### config.mk
export PLATFORM = sky130hd
export DESIGN_NAME = hsv_to_packed_rgba
export DESIGN_NICKNAME = d
export VERILOG_FILES = /design/src/hdl/hsvrgb_pkg.sv /design/src/hdl/hsv_to_packed_rgba.sv /design/src/hdl/hsvrgb_hue_split.sv /design/src/hdl/hsvrgb_intens.sv /design/src/hdl/hsvrgb_mix.sv
export SDC_FILE = /design/constraint.sdc
export NUM_CORES = 1
export LEC_CHECK = 0
export ABC_AREA = 1
export BUFFER_PORTS_ARGS = -buffer_cell sky130_fd_sc_hd__buf_2
export CORE_MARGIN = 3
export CORE_UTILIZATION = 59
export CTS_BUF_LIST = sky130_fd_sc_hd__clkbuf_4
export DETAILED_ROUTE_END_ITERATION = 16
export PLACE_DENSITY = 0.77
export SYNTH_ARGS = -nofsm -noshare
export SYNTH_HDL_FRONTEND = slang
export SYNTH_HIERARCHICAL = 1
export SYNTH_SLANG_ARGS = --single-unit
### constraint.sdc
create_clock -name clk -period 7.7 [get_ports clk]
set_input_delay 1.155 -clock clk [delete_from_list [all_inputs] [get_ports clk]]
set_output_delay 1.155 -clock clk [all_outputs]
set_load 0.01 [all_outputs]
### src/hdl/hsvrgb_pkg.sv
// ----------------------------------------------------------------------------
// HSV to RGBA shared definitions
// Constants, stage payload types and the divide-by-255 helper used by the
// stages of the HSV to packed RGBA converter.
// ----------------------------------------------------------------------------
package hsvrgb_pkg;

  // Hue is unsigned Q9.7 degrees; anything above this is clamped.
  localparam logic [15:0] HUE_MAX     = 16'd46079;
  // One sector spans 60 degrees in Q9.7.
  localparam logic [15:0] SECTOR_SPAN = 16'd7680;
  // Remainder within a sector is below 7680 and fits in 13 bits.
  localparam int          REM_W       = 13;
  // The fraction is remainder / 30, done as a multiply by 2^18 / 30 rounded up.
  // The reciprocal is exact for every remainder below 10082.
  localparam int          RECIP_W     = 14;
  localparam logic [RECIP_W-1:0] FRAC_RECIP = 14'd8739;
  localparam int          FRAC_SHIFT  = 18;
  localparam int          FPROD_W     = REM_W + RECIP_W;
  localparam logic [7:0]  CHAN_MAX    = 8'd255;

  // Hue sectors, each 60 degrees wide.
  typedef enum logic [2:0] {
    SEC_RED_YELLOW   = 3'd0,
    SEC_YELLOW_GREEN = 3'd1,
    SEC_GREEN_CYAN   = 3'd2,
    SEC_CYAN_BLUE    = 3'd3,
    SEC_BLUE_MAGENTA = 3'd4,
    SEC_MAGENTA_RED  = 3'd5
  } sector_t;

  // Payload after the hue has been split into sector and fraction.
  typedef struct packed {
    sector_t    sector;
    logic [7:0] frac;
    logic [7:0] sat;
    logic [7:0] val;
    logic [7:0] alpha;
  } hue_split_t;

  // Payload after p has been formed and q, t are still raw products.
  typedef struct packed {
    sector_t     sector;
    logic [7:0]  p;
    logic [7:0]  val;
    logic [7:0]  alpha;
    logic [15:0] qprod;
    logic [15:0] tprod;
  } intens_t;

  // Exact floor(x / 255) for any product of two 8-bit values.
  function automatic logic [7:0] div255(input logic [15:0] x);
    logic [16:0] sum;
    sum = {1'b0, x} + {9'd0, x[15:8]} + 17'd1;
    return sum[15:8];
  endfunction

endpackage

### src/hdl/hsv_to_packed_rgba.sv
// ----------------------------------------------------------------------------
// HSV to packed RGBA converter
// Converts one pixel of hue, saturation, value and alpha into a 32-bit word.
// ----------------------------------------------------------------------------
// The converter takes one pixel every clock cycle unless the pipeline holds,
// and returns its packed word through the six-stage pipeline, in which no
// stage holds both a multiply (8-by-8 or 13-by-14) and a divide by 255.
// While the output request is not taken the whole pipeline holds, and a new
// pixel is still accepted whenever the output register is empty or being
// taken in the same cycle. Hue is unsigned Q9.7 degrees and is clamped to
// 46079; zero saturation gives grey with alpha passed through.
module hsv_to_packed_rgba
  import hsvrgb_pkg::*;
(
  input  logic        clk,
  input  logic        rst,
  input  logic        s_tvalid,
  output logic        s_tready,
  // Fields from bit 0: hue[15:0], saturation[23:16], brightness[31:24],
  // alpha[39:32].
  input  logic [39:0] s_tdata,
  output logic        m_tvalid,
  input  logic        m_tready,
  // Fields from bit 0: packed_colour[31:0].
  output logic [31:0] m_tdata
);

  logic       en;
  logic       split_valid;
  hue_split_t split;
  logic       intens_valid;
  intens_t    intens;

  // The pipeline advances unless a finished word waits at the output.
  assign en       = !m_tvalid || m_tready;
  assign s_tready = en;

  hsvrgb_hue_split u_hue_split (
    .clk       (clk),
    .rst       (rst),
    .en        (en),
    .in_valid  (s_tvalid),
    .hue       (s_tdata[15:0]),
    .sat       (s_tdata[23:16]),
    .val       (s_tdata[31:24]),
    .alpha     (s_tdata[39:32]),
    .out_valid (split_valid),
    .out       (split)
  );

  hsvrgb_intens u_intens (
    .clk       (clk),
    .rst       (rst),
    .en        (en),
    .in_valid  (split_valid),
    .in        (split),
    .out_valid (intens_valid),
    .out       (intens)
  );

  hsvrgb_mix u_mix (
    .clk       (clk),
    .rst       (rst),
    .en        (en),
    .in_valid  (intens_valid),
    .in        (intens),
    .out_valid (m_tvalid),
    .out_word  (m_tdata)
  );

  // Reset empties the pipeline, so no word appears right after it.
  assert property (@(posedge clk)
    rst |=> !m_tvalid)
    else $error("output valid right after reset");

  // An accepted pixel reaches the first stage when the pipeline moves.
  assert property (@(posedge clk) disable iff (rst)
    (s_tvalid && s_tready) |=> $past(en))
    else $error("pixel accepted while pipeline held");

endmodule

### src/hdl/hsvrgb_hue_split.sv
// ----------------------------------------------------------------------------
// Hue split
// Two pipeline stages: clamp the hue and find its sector and remainder, then
// turn the remainder into an 8-bit fraction by a reciprocal multiply.
// ----------------------------------------------------------------------------
module hsvrgb_hue_split
  import hsvrgb_pkg::*;
(
  input  logic        clk,
  input  logic        rst,
  input  logic        en,
  input  logic        in_valid,
  input  logic [15:0] hue,
  input  logic [7:0]  sat,
  input  logic [7:0]  val,
  input  logic [7:0]  alpha,
  output logic        out_valid,
  output hue_split_t  out
);

  logic [15:0]       hue_clamped;
  logic [15:0]       sector_base;
  logic [15:0]       rem_full;
  sector_t           sector_next;

  logic              s1_valid;
  sector_t           s1_sector;
  logic [REM_W-1:0]  s1_rem;
  logic [7:0]        s1_sat;
  logic [7:0]        s1_val;
  logic [7:0]        s1_alpha;

  logic [FPROD_W-1:0] frac_prod;

  // Clamp the hue and pick the sector by comparing against sector bounds.
  always_comb begin
    hue_clamped = (hue > HUE_MAX) ? HUE_MAX : hue;
    priority if (hue_clamped >= 16'(5 * SECTOR_SPAN)) begin
      sector_next = SEC_MAGENTA_RED;
      sector_base = 16'(5 * SECTOR_SPAN);
    end else if (hue_clamped >= 16'(4 * SECTOR_SPAN)) begin
      sector_next = SEC_BLUE_MAGENTA;
      sector_base = 16'(4 * SECTOR_SPAN);
    end else if (hue_clamped >= 16'(3 * SECTOR_SPAN)) begin
      sector_next = SEC_CYAN_BLUE;
      sector_base = 16'(3 * SECTOR_SPAN);
    end else if (hue_clamped >= 16'(2 * SECTOR_SPAN)) begin
      sector_next = SEC_GREEN_CYAN;
      sector_base = 16'(2 * SECTOR_SPAN);
    end else if (hue_clamped >= SECTOR_SPAN) begin
      sector_next = SEC_YELLOW_GREEN;
      sector_base = SECTOR_SPAN;
    end else begin
      sector_next = SEC_RED_YELLOW;
      sector_base = 16'd0;
    end
    rem_full = hue_clamped - sector_base;
  end

  // Stage one valid bit.
  always_ff @(posedge clk) begin
    if (rst) begin
      s1_valid <= 1'b0;
    end else if (en) begin
      s1_valid <= in_valid;
    end
  end

  // Stage one payload.
  always_ff @(posedge clk) begin
    if (en) begin
      s1_sector <= sector_next;
      s1_rem    <= rem_full[REM_W-1:0];
      s1_sat    <= sat;
      s1_val    <= val;
      s1_alpha  <= alpha;
    end
  end

  // Remainder divided by 30 through the rounded-up reciprocal.
  assign frac_prod = FPROD_W'(s1_rem) * FPROD_W'(FRAC_RECIP);

  // Stage two valid bit.
  always_ff @(posedge clk) begin
    if (rst) begin
      out_valid <= 1'b0;
    end else if (en) begin
      out_valid <= s1_valid;
    end
  end

  // Stage two payload.
  always_ff @(posedge clk) begin
    if (en) begin
      out.sector <= s1_sector;
      out.frac   <= frac_prod[FRAC_SHIFT+7:FRAC_SHIFT];
      out.sat    <= s1_sat;
      out.val    <= s1_val;
      out.alpha  <= s1_alpha;
    end
  end

  // The remainder always stays inside one sector.
  assert property (@(posedge clk) disable iff (rst)
    s1_valid |-> ({3'd0, s1_rem} < SECTOR_SPAN))
    else $error("hue remainder outside one sector");

endmodule

### src/hdl/hsvrgb_intens.sv
// ----------------------------------------------------------------------------
// Intensity stages
// Three pipeline stages that form p and the raw products for q and t:
// saturation products, divide by 255 with complement, then scale by value.
// ----------------------------------------------------------------------------
module hsvrgb_intens
  import hsvrgb_pkg::*;
(
  input  logic       clk,
  input  logic       rst,
  input  logic       en,
  input  logic       in_valid,
  input  hue_split_t in,
  output logic       out_valid,
  output intens_t    out
);

  // Stage three: raw products.
  logic        s3_valid;
  sector_t     s3_sector;
  logic [7:0]  s3_val;
  logic [7:0]  s3_alpha;
  logic [15:0] s3_pprod;
  logic [15:0] s3_sfprod;
  logic [15:0] s3_snfprod;

  // Stage four: p and the complements feeding q and t.
  logic        s4_valid;
  sector_t     s4_sector;
  logic [7:0]  s4_val;
  logic [7:0]  s4_alpha;
  logic [7:0]  s4_p;
  logic [7:0]  s4_qa;
  logic [7:0]  s4_ta;

  // Valid bits of the three stages.
  always_ff @(posedge clk) begin
    if (rst) begin
      s3_valid  <= 1'b0;
      s4_valid  <= 1'b0;
      out_valid <= 1'b0;
    end else if (en) begin
      s3_valid  <= in_valid;
      s4_valid  <= s3_valid;
      out_valid <= s4_valid;
    end
  end

  // V*(255-S), S*f and S*(255-f).
  always_ff @(posedge clk) begin
    if (en) begin
      s3_sector  <= in.sector;
      s3_val     <= in.val;
      s3_alpha   <= in.alpha;
      s3_pprod   <= 16'(in.val) * 16'(CHAN_MAX - in.sat);
      s3_sfprod  <= 16'(in.sat) * 16'(in.frac);
      s3_snfprod <= 16'(in.sat) * 16'(CHAN_MAX - in.frac);
    end
  end

  // Divide each product by 255 and take the complements for q and t.
  always_ff @(posedge clk) begin
    if (en) begin
      s4_sector <= s3_sector;
      s4_val    <= s3_val;
      s4_alpha  <= s3_alpha;
      s4_p      <= div255(s3_pprod);
      s4_qa     <= CHAN_MAX - div255(s3_sfprod);
      s4_ta     <= CHAN_MAX - div255(s3_snfprod);
    end
  end

  // Scale the complements by value.
  always_ff @(posedge clk) begin
    if (en) begin
      out.sector <= s4_sector;
      out.val    <= s4_val;
      out.alpha  <= s4_alpha;
      out.p      <= s4_p;
      out.qprod  <= 16'(s4_val) * 16'(s4_qa);
      out.tprod  <= 16'(s4_val) * 16'(s4_ta);
    end
  end

  // p is V scaled down, so it never exceeds V.
  assert property (@(posedge clk) disable iff (rst)
    s4_valid |-> (s4_p <= s4_val))
    else $error("p exceeds value");

  // S*f/255 and S*(255-f)/255 together never exceed 255.
  assert property (@(posedge clk) disable iff (rst)
    s4_valid |-> ((9'(CHAN_MAX - s4_qa) + 9'(CHAN_MAX - s4_ta)) <= 9'(CHAN_MAX)))
    else $error("q and t complements out of range");

endmodule

### src/hdl/hsvrgb_mix.sv
// ----------------------------------------------------------------------------
// Channel mix
// Final stage: finish q and t, route V, p, q, t to red, green and blue by
// sector, and pack the result word with alpha.
// ----------------------------------------------------------------------------
module hsvrgb_mix
  import hsvrgb_pkg::*;
(
  input  logic        clk,
  input  logic        rst,
  input  logic        en,
  input  logic        in_valid,
  input  intens_t     in,
  output logic        out_valid,
  output logic [31:0] out_word
);

  logic [7:0] q;
  logic [7:0] t;
  logic [7:0] red;
  logic [7:0] green;
  logic [7:0] blue;

  // Six-sector channel routing.
  always_comb begin
    q = div255(in.qprod);
    t = div255(in.tprod);
    unique case (in.sector)
      SEC_RED_YELLOW: begin
        red = in.val; green = t;      blue = in.p;
      end
      SEC_YELLOW_GREEN: begin
        red = q;      green = in.val; blue = in.p;
      end
      SEC_GREEN_CYAN: begin
        red = in.p;   green = in.val; blue = t;
      end
      SEC_CYAN_BLUE: begin
        red = in.p;   green = q;      blue = in.val;
      end
      SEC_BLUE_MAGENTA: begin
        red = t;      green = in.p;   blue = in.val;
      end
      default: begin
        red = in.val; green = in.p;   blue = q;
      end
    endcase
  end

  // Output valid bit.
  always_ff @(posedge clk) begin
    if (rst) begin
      out_valid <= 1'b0;
    end else if (en) begin
      out_valid <= in_valid;
    end
  end

  // Output word.
  always_ff @(posedge clk) begin
    if (en) begin
      out_word <= {in.alpha, blue, green, red};
    end
  end

endmodule
# == After elaboration in Yosys (flattened, before gate mapping) ==
# Cells that the tools add are included.
# totals
reg_bits,282
out_inout_bits,34
wordCells,88
# op_classes
n_addsub,15
mul,6
order_cmp,6
n_eq_ne,4
muxes,13
n_reduce_logical,8
# ops
cell,count
"adder 16 x 1 -> 16 bit, second input constant",5
adder 16 x 8 -> 16 bit,5
one-hot mux 8 bit (3 select lines),3
two-way mux 13 bit,5
multiplier 8 x 8 -> 16 bit,3
">= comparator 16 x 15 -> 1 bit, second input constant",2
multiplier 8 x 16 -> 16 bit,2
"multiplier 13 x 14 -> 26 bit, second input constant",1
"subtractor 8 x 8 -> 9 bit, first input constant",2
">= comparator 16 x 13 -> 1 bit, second input constant",1
">= comparator 16 x 14 -> 1 bit, second input constant",1
">= comparator 16 bit, second input constant",1
"greater-than comparator 16 bit, second input constant",1
two-way mux 16 bit,1
"subtractor 8 bit, first input constant",2
subtractor 13 bit,1
OR reduction 2 bit,5
"== test 3 x 2 -> 1 bit, second input constant",2
two-way mux 3 bit,2
"== test 3 x 1 -> 1 bit, second input constant",1
"== test 3 bit, second input constant",1
logical NOT 3 bit,1
two-way mux 1 bit,2
logical NOT 1 bit,1
logical OR 1 bit,1

# == Longest topological paths before layout ==
# logic_depth
depth_word,9
mapped_depth,21
ltp_nobuf,19

# == By module ==
# The synthesis kept the hierarchy.
# modules_own_cells
module,instances,cells_per_inst,area_per_inst_um2,seq_area_each_um2
hsvrgb_intens,1,2204,18187.4,5134.9
hsvrgb_hue_split,1,499,5081.1,2292.2
hsvrgb_mix,1,445,2984.1,980.9
hsv_to_packed_rgba,1,2,7.5,0.0

# == Worst setup path after synthesis ==
# OpenSTA, ideal clock, no wires.
# synth_path
path_type,input -> output
start,input port m_tready
end,output port s_tready
arrival_time_ns,7.184
required_ns,6.545
setup_slack_ns,-0.639
cell_stages,2
cell_sequence,inv_1 > nand2_1
# synth_via
elab_chain_len,1
# synth_rtl
item,line,rtl
"start, declared",hsv_to_packed_rgba.sv:23,"input logic m_tready,"
logical OR 1 bit,hsv_to_packed_rgba.sv:35,assign en = !m_tvalid || m_tready;
"end, declared",hsv_to_packed_rgba.sv:18,"output logic s_tready,"
# Every way passes these cells.

# == Worst setup path after layout ==
# layout_path
start,register u_hue_split/out[20] (netlist name)
end,register u_intens.s3_snfprod[13] (data pin)
# layout_via
elab_chain_len,1
# layout_rtl
item,line,rtl
"start, declared",hsvrgb_hue_split.sv:18,output hue_split_t out
multiplier 8 x 16 -> 16 bit,hsvrgb_intens.sv:57,s3_snfprod <= 16'(in.sat) * 16'(CHAN_MAX - in.frac);
"end signal, assigned",hsvrgb_intens.sv:57,
"end, declared",hsvrgb_intens.sv:25,logic [15:0] s3_snfprod;
# Every way passes these cells.
# A chain may end at the register's enable or synchronous reset.

==> qor.yml <==
status:
  status: "completed"
logic_synthesis:
  avgSynthCellArea_um2: 8.337
  synth_area_um2: 26260
  synth_cell_types: 48
  async_reset_ff_share_pct: 0
  ys_seq_elements: 282
  yosys_warnings: 6
  synth_fp_nets: 3689
  syn_inst: 3150
  synthFlopType: "edfxtp_1"
  ys_seq_area_share_pct: 32.02
  synth_enable_flop_cells: 276
detailed_routing:
  wl_met2_um: 28780
  routed.top_layer: "met5"
  wl_per_cell_um: 14.63
  routed_wl_um: 56780
  drt-met1-wl_um: 23580
  drc_errors: 0
  dr.first_iter.drc_count: 1183
  vias: 20260
  vias_per_cell: 5.220
  ant_nets: 0
  dr.pass1.iters: 5
  met3WireLength_um: 2701
sta:
  skew_ps: 46.34
  relSlewSlack_pct: 42.13
  finalHoldViolCount: 0
  period_needed_ps: 4706
  rsz0062_at_grt: "no"
  max_freq_mhz: 212.5
  timing.final.crit_share_pct: 61.11
  setup_viol: 0
  tns_ps: 0
  drv_slew: 0
  worstMarginPinSlew_ps: 868.0
cells_and_area:
  drive_above_1_share_pct: 7.919
  nNetsFinal: 3786
  syn_to_final_growth_pct: 7.042
floorplanning:
  start_util_pct: 60.30
  ios: 78
  die-area_um2: 47080
  core_um2: 43550
  num_rows: 76
  die_y_um: 217.0
  chipWidth_um: 217.0
worst_hold_path:
  worstHoldStart: "u_intens/s4_p[0]"
  hold_path_class: "flip-flop to flip-flop"
  whs_endpoint: "u_intens/out[48]"
  holdPathStages: 0
placed_design:
  port_buffers: 77
  post-dp-hpwl_um: 45080
  gp_congestion: 0.8877
cts:
  cts_tree: "done"
  cts.htree.levels: 3
  hold_buffers: 0
  postCtsSetupBuffers: 0
  cts_buffer_depth: 3
  numCtsBuffers: 75
  clk_pin_slew_worst_paths_ps: 70
  cts_resized: 0
  cts.sinks: 282
  clockRootBuffer: "clkbuf_4"
  clk_latency_ps: 800
setup_path:
  max_stage_delay_ps: 770
  r2r_setup_slack_ps: 2990
  reg2reg_to: "u_intens/s3_snfprod[13]"
  rr_worst_depth: 17
  path_class: "flip-flop to flip-flop"
  crit_slowest_cell: "edfxtp_1"
  crit_top_cell: "nand2_1"
  crit_fanout: 18
  crit_required_ps: 8220
  startpoint_type: "flip-flop"
  path_buf_inv: 4
  end_kind: "flip-flop"
  cp_top_family: "adder cells"
  crit_arrival_ps: 5220
  regToRegStartpoint: "u_hue_split/out[20]"
  cp_cell_sequence: "inv_1, or2_2, fa_1, fa_1, inv_1, fa_1, inv_1, fa_1, inv_1, ha_1, nand2_1, nand2_1, o21bai_1, nand2_1, nand3_1, nand2_1, nand2_1"
grt:
  grt_pass1_vias: 20650
  grt_usage_pct: 24.72
  grt_pass1_wl_um: 95120
  grt_start_max_net_pins: 102
  antenna_found_initial: 2
  overflow: 0
run:
  drv_cap: 0
-- area by class of cell --
type | instances | area, um^2
multi-input combinational | 2059 | 14800
fill | 3692 | 15440
timing repair buffer | 81 | 415.4
clock buffer | 101 | 758.2
sequential | 282 | 8408
tap | 585 | 732.0
clock inverter | 25 | 185.2
inverter | 748 | 2808
antenna | 1 | 2.502
-- sequential cells by signal, indices dropped and copies added, names as in the netlist, 13 cells and up --
signal	count
u_intens/s3_sfprod	16
u_hue_split/out	35
u_intens/s3_snfprod	16
u_intens/s3_pprod	16
u_intens/out	59
u_hue_split/s1_rem	13
u_mix/out_word	32
-- cell usage in the layout, fill, tap and decap left out, drive strengths merged, types with 2 or more instances in the layout --
| cell | n |
|---|---|
| nand4 | 59 |
| xor2 | 21 |
| and2 | 4 |
| nand3 | 132 |
| o21ai | 35 |
| ha | 293 |
| a21o | 4 |
| edfxtp | 276 |
| bufinv | 2 |
| fa | 202 |
| xnor2 | 24 |
| nand3b | 16 |
| buf | 81 |
| inv | 750 |
| nor3 | 25 |
| o21bai | 19 |
| a21oi | 100 |
| o211ai | 2 |
| nor2 | 233 |
| nand2 | 850 |
| clkbuf | 101 |
| dfxtp | 6 |
| a21boi | 13 |
| or2 | 20 |
| clkinv | 21 |
-- cell usage after synthesis, types with 3 or more instances --
library cell	n	share of area, %
nand2_1	841	12
inv_1	730	10
ha_1	293	14
edfxtp_1	276	32
nor2_1	224	3.2
fa_1	202	15
nand3_1	130	2.5
a21oi_1	97	1.8
nand4_1	59	1.4
clkbuf_1	43	0.61
o21ai_0	25	0.48
xnor2_1	24	0.80
xor2_1	21	0.70
nor3_1	20	0.38
o21bai_1	19	0.54
inv_2	17	0.24
nand3b_1	16	0.46
buf_2	13	0.25
or2_2	13	0.31
nand2_2	9	0.21
a21boi_1	8	0.23
or2_1	7	0.17
dfxtp_1	6	0.46
o21ai_2	6	0.20
a21boi_0	5	0.14
nor2_4	5	0.21
a21o_1	4	0.11
and2_1	4	0.095
o21ai_1	4	0.076
nor2_2	3	0.071
nor3_2	3	0.11
-- worst max-delay path by stage --
stage	startpoint	endpoint	depth (start not counted)
final	u_hue_split/out[20]	u_intens/s3_snfprod[13]	17
after global routing	u_hue_split/out[20]	u_intens/s3_snfprod[15]	18
after CTS	u_hue_split/out[20]	u_intens/s3_snfprod[13]	17
after detailed placement	u_hue_split/out[20]	u_intens/s3_snfprod[13]	17
after global placement	u_hue_split/out[21]	u_intens/s3_snfprod[13]	17
after floorplan	m_tready	s_tready	2
-- layer usage --
layer  track usage [%]  vias to the layer above
li1                  -                    10010
met1             30.54                     9555
met2             43.85                      564
met3             3.519                      133
met4             9.872                        2
met5                 0                        -
-- stage by stage --
step	area [um^2]	util, %	hold slack, ps	std cells	setup WS [ps]
after floorplan	26260	-	400.3	3150	1989
after global placement	27160	62.37	400.2	3755	3152
after detailed placement	27160	62.37	404.5	3755	3074
after CTS	28110	64.54	396.9	3881	3063
after global routing	28110	64.54	408.6	3882	2778
final	28110	64.54	394.2	3882	2994
-- cell families after synthesis --
| group | count (synthesis) | synth area share [%] |
|---|---|---|
| muxes | 1 | 0.03812 |
| AOI/OAI and AO/OA | 175 | 3.874 |
| xor gates and xnor gates | 45 | 1.501 |
| and+or+nand+nor | 1343 | 21.53 |
| DFF | 282 | 32.02 |
| buffers and inverters | 809 | 11.68 |
| adders and majority gates | 495 | 29.36 |
Power is left out: the tool's default activity adds up to more than one toggle a clock period on the data nets, which glitch-free logic cannot reach.
